<file path="config.mk">
export PLATFORM = sky130hd
export DESIGN_NAME = uvsg_divider
export DESIGN_NICKNAME = d
export VERILOG_FILES = /design/src/hw/rtl/uvsg_pkg.sv /design/src/hw/rtl/uvsg_divider.sv
export SDC_FILE = /design/constraint.sdc
export NUM_CORES = 2
export LEC_CHECK = 0
export ABC_AREA = 1
export BUFFER_PORTS_ARGS = -buffer_cell sky130_fd_sc_hd__buf_2
export CELL_PAD_IN_SITES_DETAIL_PLACEMENT = 1
export CELL_PAD_IN_SITES_GLOBAL_PLACEMENT = 2
export CORE_ASPECT_RATIO = 1.2
export CORE_MARGIN = 2
export CORE_UTILIZATION = 34
export CTS_BUF_LIST = sky130_fd_sc_hd__clkbuf_8 sky130_fd_sc_hd__clkbuf_16
export CTS_CLUSTER_DIAMETER = 150
export DETAILED_ROUTE_END_ITERATION = 10
export GPL_TIMING_DRIVEN = 0
export PLACE_DENSITY = 0.83
export SKIP_CTS_REPAIR_TIMING = 1
export SYNTH_ARGS = -nofsm -noshare
export SYNTH_HDL_FRONTEND = slang
export SYNTH_SLANG_ARGS = --single-unit
</file>
<file path="constraint.sdc">
create_clock -name clk -period 2.1 [get_ports clk]
set_clock_uncertainty 0.2 [all_clocks]
set_input_delay 0.42 -clock clk [delete_from_list [all_inputs] [get_ports clk]]
set_output_delay 0.42 -clock clk [all_outputs]
set_load 0.01 [all_outputs]
</file>
<file path="src/hw/rtl/uvsg_pkg.sv">
// ----------------------------------------------------------------------------
// uvsg_pkg
// Shared constants, types and helper functions of the UV sphere vertex
// generator.
// ----------------------------------------------------------------------------
package uvsg_pkg;

    localparam int MAX_DIVISIONS = 1024;
    localparam int ANGLE_BITS    = 16;
    localparam int TEX_BITS      = 16;

    localparam int CNT_W   = 11;
    localparam int RAD_W   = 16;
    localparam int POS_W   = 17;
    localparam int NRM_W   = 16;
    localparam int TEX_W   = 17;

    // Quotient width of the fraction dividers: the largest fraction is 2^bits.
    localparam int Q_W     = ((ANGLE_BITS > TEX_BITS) ? ANGLE_BITS : TEX_BITS) + 1;
    localparam int NUM_W   = Q_W + CNT_W;
    localparam int REM_W   = CNT_W + 1;
    localparam int LANES   = 4;

    localparam int CORDIC_STEPS = 30;
    localparam int XW           = 34;
    localparam int PH_W         = 32;
    localparam logic signed [XW-1:0] CORDIC_GAIN = 34'sd652032874;

    // Total register stages from an accepted start to the done strobe.
    localparam int LATENCY = Q_W + CORDIC_STEPS + 6;

    typedef enum logic [1:0] {
        REG_RADIUS  = 2'd0,
        REG_SECTORS = 2'd1,
        REG_STACKS  = 2'd2
    } reg_index_t;

    // Divider lanes.
    localparam int LANE_TEX_U = 0;
    localparam int LANE_TEX_V = 1;
    localparam int LANE_SECT  = 2;
    localparam int LANE_STACK = 3;

    typedef struct packed {
        logic             err;
        logic [TEX_W-1:0] tex_u;
        logic [TEX_W-1:0] tex_v;
    } side_t;

    function automatic logic [CNT_W-1:0] eff_count(input logic [CNT_W-1:0] r);
        logic [CNT_W-1:0] e;
        if (r == '0)
            e = CNT_W'(1);
        else if (r > CNT_W'(MAX_DIVISIONS))
            e = CNT_W'(MAX_DIVISIONS);
        else
            e = r;
        return e;
    endfunction

    // Dividend of round(num * 2^bits / den), rounding half up.
    function automatic logic [NUM_W-1:0] frac_num(input logic [CNT_W-1:0] num,
                                                  input logic [CNT_W-1:0] den,
                                                  input int bits);
        return (NUM_W'(num) << bits) + NUM_W'(den >> 1);
    endfunction

    // Arctangent of 2^-i in 2^-32 turn units.
    function automatic logic signed [XW-1:0] atan_turn(input int i);
        logic signed [XW-1:0] a;
        case (i)
            0:  a = 34'sd536870912;
            1:  a = 34'sd316933406;
            2:  a = 34'sd167458907;
            3:  a = 34'sd85004756;
            4:  a = 34'sd42667331;
            5:  a = 34'sd21354465;
            6:  a = 34'sd10679838;
            7:  a = 34'sd5340245;
            8:  a = 34'sd2670163;
            9:  a = 34'sd1335087;
            10: a = 34'sd667544;
            11: a = 34'sd333772;
            12: a = 34'sd166886;
            13: a = 34'sd83443;
            14: a = 34'sd41722;
            15: a = 34'sd20861;
            16: a = 34'sd10430;
            17: a = 34'sd5215;
            18: a = 34'sd2608;
            19: a = 34'sd1304;
            20: a = 34'sd652;
            21: a = 34'sd326;
            22: a = 34'sd163;
            23: a = 34'sd81;
            24: a = 34'sd41;
            25: a = 34'sd20;
            26: a = 34'sd10;
            27: a = 34'sd5;
            28: a = 34'sd3;
            29: a = 34'sd1;
            default: a = '0;
        endcase
        return a;
    endfunction

endpackage

</file>
<file path="src/hw/rtl/uvsg_divider.sv">
// ----------------------------------------------------------------------------
// uvsg_divider
// Pipelined restoring divider, four lanes, one quotient bit per stage.
// ----------------------------------------------------------------------------
module uvsg_divider (
    input  logic                                 clk,
    input  logic                                 rst_n,
    input  logic                                 valid_in,
    input  logic                                 err_in,
    input  logic [uvsg_pkg::NUM_W-1:0]           num_in [uvsg_pkg::LANES],
    input  logic [uvsg_pkg::CNT_W-1:0]           den_in [uvsg_pkg::LANES],
    output logic                                 valid_out,
    output logic                                 err_out,
    output logic [uvsg_pkg::Q_W-1:0]             quot_out [uvsg_pkg::LANES]
);
    import uvsg_pkg::*;

    logic             valid_reg [Q_W+1];
    logic             err_reg   [Q_W+1];
    logic [REM_W-1:0] rem_reg   [Q_W+1][LANES];
    logic [Q_W-1:0]   low_reg   [Q_W+1][LANES];
    logic [Q_W-1:0]   quot_reg  [Q_W+1][LANES];

    // Entry stage: the part of the dividend above the quotient bits is
    // already below the divisor.
    always_ff @(posedge clk or negedge rst_n)
    begin
        if (!rst_n)
            valid_reg[0] <= 1'b0;
        else
            valid_reg[0] <= valid_in;
    end

    always_ff @(posedge clk)
    begin
        err_reg[0] <= err_in;
        for (int l = 0; l < LANES; l++)
        begin
            rem_reg[0][l]  <= REM_W'(num_in[l][NUM_W-1:Q_W]);
            low_reg[0][l]  <= num_in[l][Q_W-1:0];
            quot_reg[0][l] <= '0;
        end
    end

    for (genvar k = 0; k < Q_W; k++)
    begin : g_stage
        logic [REM_W-1:0] rem_next [LANES];
        logic             bit_next [LANES];

        always_comb
        begin
            for (int l = 0; l < LANES; l++)
            begin
                logic [REM_W-1:0] t;
                t = {rem_reg[k][l][REM_W-2:0], low_reg[k][l][Q_W-1]};
                bit_next[l] = (t >= REM_W'(den_in[l]));
                rem_next[l] = bit_next[l] ? t - REM_W'(den_in[l]) : t;
            end
        end

        always_ff @(posedge clk or negedge rst_n)
        begin
            if (!rst_n)
                valid_reg[k+1] <= 1'b0;
            else
                valid_reg[k+1] <= valid_reg[k];
        end

        always_ff @(posedge clk)
        begin
            err_reg[k+1] <= err_reg[k];
            for (int l = 0; l < LANES; l++)
            begin
                rem_reg[k+1][l]  <= rem_next[l];
                low_reg[k+1][l]  <= {low_reg[k][l][Q_W-2:0], 1'b0};
                quot_reg[k+1][l] <= {quot_reg[k][l][Q_W-2:0], bit_next[l]};
            end
        end
    end

    assign valid_out = valid_reg[Q_W];
    assign err_out   = err_reg[Q_W];
    always_comb
    begin
        for (int l = 0; l < LANES; l++)
            quot_out[l] = quot_reg[Q_W][l];
    end

endmodule

</file>
**Yosys cells after proc, flatten, opt, wreduce, memory -nomap -nowiden**

Memory sizes are Yosys's and may differ from the RTL's.
Cells that the tools add are included.

- Bits in writable memories: 3,330
- Bits of input ports: 160
- Output and inout port bits: 70
- Flip-flop bits (word level): 18
- Word-level logic and storage cells: 226
- Memories: 4

- $lt $le $gt $ge: 68
- Add/subtract/negate cells: 68
- Mux-type cells: 68

Memory list:

| memory | words | width | read ports | clocked after memory_dff | write ports | RTL line | source |
|---|---|---|---|---|---|---|---|
| low_reg | 18 | 68 | 17 | 0 | 18 | uvsg_divider.sv:21 | `logic [Q_W-1:0] low_reg [Q_W+1][LANES];` |
| quot_reg | 18 | 68 | 18 | 0 | 18 | uvsg_divider.sv:22 | `logic [Q_W-1:0] quot_reg [Q_W+1][LANES];` |
| rem_reg | 18 | 48 | 17 | 0 | 18 | uvsg_divider.sv:20 | `logic [REM_W-1:0] rem_reg [Q_W+1][LANES];` |
| err_reg | 18 | 1 | 18 | 0 | 18 | uvsg_divider.sv:19 | `logic err_reg [Q_W+1];` |

Operator list:

| cell | number |
|---|---|
| $ge 12x11->1 | 68 |
| $mux 12 | 68 |
| $sub 12x11->12 | 68 |

**Longest topological paths before layout**

- Depth in word-level cells: 2
- Gate-level depth with buffers: 11
- Gate-level depth less buffers: 11

**Worst setup path after synthesis**

Ideal clock, no wire load.

- Path type: in2reg
- From: input den_in[6] (netlist name)
- To: memory rem_reg[0][57] (netlist name)
- Buffers on the path: 1
- Setup slack: -101 ps
- Setup time: 113 ps
- Stages on the path: 11
- Arrival time: 1,888 ps
- Required time: 1,787 ps
- Path through: inv_1 ha_1 nand2_1 inv_1 nand2_1 nand2_1 nand2_1 nand4_4 buf_12 nand3_2 nand2_1

RTL lines:

| element | RTL line | source |
|---|---|---|
| from (decl) | uvsg_divider.sv:11 | `input logic [uvsg_pkg::CNT_W-1:0] den_in [uvsg_pkg::LANES],` |
| to (decl) | uvsg_divider.sv:20 |  |

==> results.json <==
{
  "synthToLayoutAreaGrowth_pct": 23.22,
  "drv_cap": 0,
  "first_pass_iters": 5,
  "r2r_cells": 11,
  "drt_iter0_markers": 2584,
  "path_max_fanout": 7,
  "grt_max_degree": 19,
  "wl_microns": 286100,
  "switching_share": 0.4197,
  "design.core.area_sq_mm": 0.2943,
  "dieWidth_microns": 500.9,
  "yosys.area_share.simple": 0.3480,
  "synth_ff_type": "dfxtp_1",
  "synth_top_cell_by_area": "dfxtp_1",
  "p_sw_mw": 85.13,
  "hpwl_microns": 204700,
  "syn_avg_cell_area_sq_um": 8.268,
  "synth_top_family_by_area": "simple AND/OR/NAND/NOR gates",
  "placed_cell_area_sq_mm": 0.1070,
  "status": "complete, but fails checks",
  "synth_seq_cells": 2008,
  "setup_ws_ns": -0.005239,
  "clock_power_share": 0.189,
  "finalHoldViolations": 0,
  "cts_tree": "yes",
  "min_path_type": "input pin to register",
  "regArea_sq_mm": 0.04034,
  "synth_compound_area_frac": 0.04232,
  "grt.total_usage": 0.1762,
  "ys_types": 36,
  "yosysWarnings": 0,
  "max_freq_ghz": 0.4750,
  "p_seq_frac": 0.285,
  "fin_util": 0.4218,
  "grt_pass1_wl_microns": 432300,
  "synthArstFlopShare": 0.008964,
  "slew_violations": 0,
  "synth_top_area_share": 0.3954,
  "synth.area.mux_share": 0,
  "die_area_sq_mm": 0.3007,
  "rsz0062_at_grt": "yes",
  "finalSetupViolCount": 2,
  "clk_transition_reported_paths_ns": 0.07,
  "power.total_mw": 202.8,
  "netlist_instances": 12190,
  "rows": 218,
  "r2r-end": "rem_reg[0][68]",
  "synth_area_sq_mm": 0.1007,
  "worstSkewPairLatency_ns": 0.88,
  "holdPathEnd": "low_reg[0][8]",
  "numCtsBuffers": 214,
  "synth_fp_nets": 13160,
  "violations": "negative setup slack",
  "cts-root-buf": "clkbuf_16",
  "crit_required_ns": 2.69,
  "startpoint_type": "register",
  "ios": 230,
  "start_util": 0.3423,
  "htree_num_levels": 4,
  "synth-seq-area-share": 0.3999,
  "fp.dieH_microns": 600.3,
  "whs_path_depth": 2,
  "worstHoldStart": "num_in[8]",
  "layout.nets": 14340,
  "synth_fa_ha_area_frac": 0.1056,
  "multi_input_area_sq_mm": 0.05396,
  "crit_type": "register to register",
  "synth_xor_area_frac": 0.01669,
  "wire_per_inst_microns": 16.45,
  "synth_edf_count": 0,
  "tightest_slew_ns": 0.8885,
  "place_congestion": 0.7958,
  "rr_startpoint": "low_reg[0][33]",
  "grt_pass1_vias": 82170,
  "drive_gt1_frac": 0.2447,
  "fin_crit_sh": 1.002,
  "peakVddDrop_mv": 0.9262,
  "r2r_slack_ns": -0.005,
  "grt-ovfl-total": 0,
  "crit_arrival_ns": 2.70,
  "nFillCells": 34580,
  "port_buffers": 229,
  "setup.worst_path.end_class": "register",
  "route.antenna.remaining_nets": 0,
  "clock_sink_count": 2008,
  "slew_headroom": 0.4077,
  "vias_per_cell": 4.649,
  "whs_ns": 0.04613,
  "synthTopCellsByCount": "nand2_1, dfxtp_1, inv_1, ha_1, nand4_1",
  "dr_total_vias": 80850,
  "powerDensity_mw_per_mm2": 1634,
  "synth_most_common_cell": "nand2_1",
  "yosys-top-cells-area": "dfxtp_1, nand2_1, ha_1",
  "clock_tree.buffer_depth": 4,
  "antenna_found_initial": 7,
  "power_frac_comb": 0.525,
  "finalCriticalPeriod_ns": 2.105,
  "p_int_mw": 117.7,
  "largest_reg_flops": 748,
  "leakagePower_nw": 60.61,
  "fin_area_sq_mm": 0.1241,
  "drc": 0
}
## how the worst max path moves through the flow
stage	start	endpoint	slack [ns]	cells past startpoint
5_1_grt	low_reg[0][67]	rem_reg[0][84]	-0.09	11
4_1_cts	den_in[23]	rem_reg[4][78]	-1.06	10
2_1_floorplan	den_in[6]	rem_reg[0][57]	-0.06	11
6_report	low_reg[0][33]	rem_reg[0][68]	-0.005	11
3_5_place_dp	den_in[12]	rem_reg[4][70]	-2.00	10
3_3_place_gp	den_in[12]	rem_reg[4][70]	-1.98	10
## cells by family (layout without fill, tap and decap cells)
logic type | after synthesis | after routing
compound gates | 603 | 603
xor+xnor | 192 | 192
fa+ha+maj | 812 | 812
buf+inv | 1982 | 3324
flops | 2008 | 2008
other cells | 0 | 4
simple gates | 6589 | 6597
## layout by cell type, fill, tap and decap left out, types with 128 or more instances in the layout
cell type / instances
ha_1: 616
buf_4: 449
dfxtp_1: 1953
nand3_4: 128
inv_1: 1610
nor2_1: 463
nand4_1: 574
nand3_1: 396
nand2_1: 3515
o21ai_2: 192
dlygate4sd3_1: 219
buf_2: 282
clkbuf_16: 274
nand2_2: 287
nand3b_1: 256
a21oi_1: 208
inv_2: 177
xor2_1: 128
nand3_2: 445
nor2_2: 138
## layout make-up
cell class                 instances  share of cell area
multi-input combinational       8204              0.4347
inverter                        1786             0.05491
antenna                            4          0.00008063
sequential                      2008              0.3250
buffer                           195             0.01704
clock buffer                     242             0.04651
clock inverter                   140             0.01125
tap                             3850             0.03880
timing repair buffer             961             0.07179
## worst max-delay path, stage by stage, from the launching register on
cell     delay [ns]
dfxtp_1        0.31
inv_1          0.06
ha_2           0.19
fa_2           0.38
inv_2          0.10
nand3_2        0.09
nand3_4        0.12
nand2_4        0.09
nand4_4        0.15
buf_12         0.15
nand3_2        0.06
nand2_1        0.08
## power by group through the flow
| stage | Combinational, mW | Clock (mW) | Sequential (mW) |
|---|---|---|---|
| global route | 120 | 41.4 | 59.1 |
| floorplan | 74.2 | 0 | 55.4 |
| CTS | 95.2 | 39.7 | 57.9 |
| finish | 107 | 38.4 | 57.8 |
| global placement | 93.0 | 0 | 58.2 |
| detailed placement | 94.6 | 0 | 58.6 |
## metrics by stage
step,std cells,worst slack [ns],setup TNS (ns)
2_1_floorplan,12190,-0.05957,-23.17
3_3_place_gp,16270,-1.980,-1373.12
3_5_place_dp,16270,-1.998,-1380.33
4_1_cts,16660,-1.057,-649.22
5_1_grt,17390,-0.08713,-5.999
6_report,17390,-0.005239,-0.008583
## metal layers
| metal | share of wire | up-vias | track usage |
|---|---|---|---|
| li1 | - | 41450 | - |
| met1 | 0.43 | 38410 | 0.2124 |
| met2 | 0.53 | 620 | 0.3297 |
| met3 | 0.021 | 369 | 0.01866 |
| met4 | 0.023 | 0 | 0.04289 |
| met5 | 0 | - | 0 |
Power figures use the tool's default switching activity.
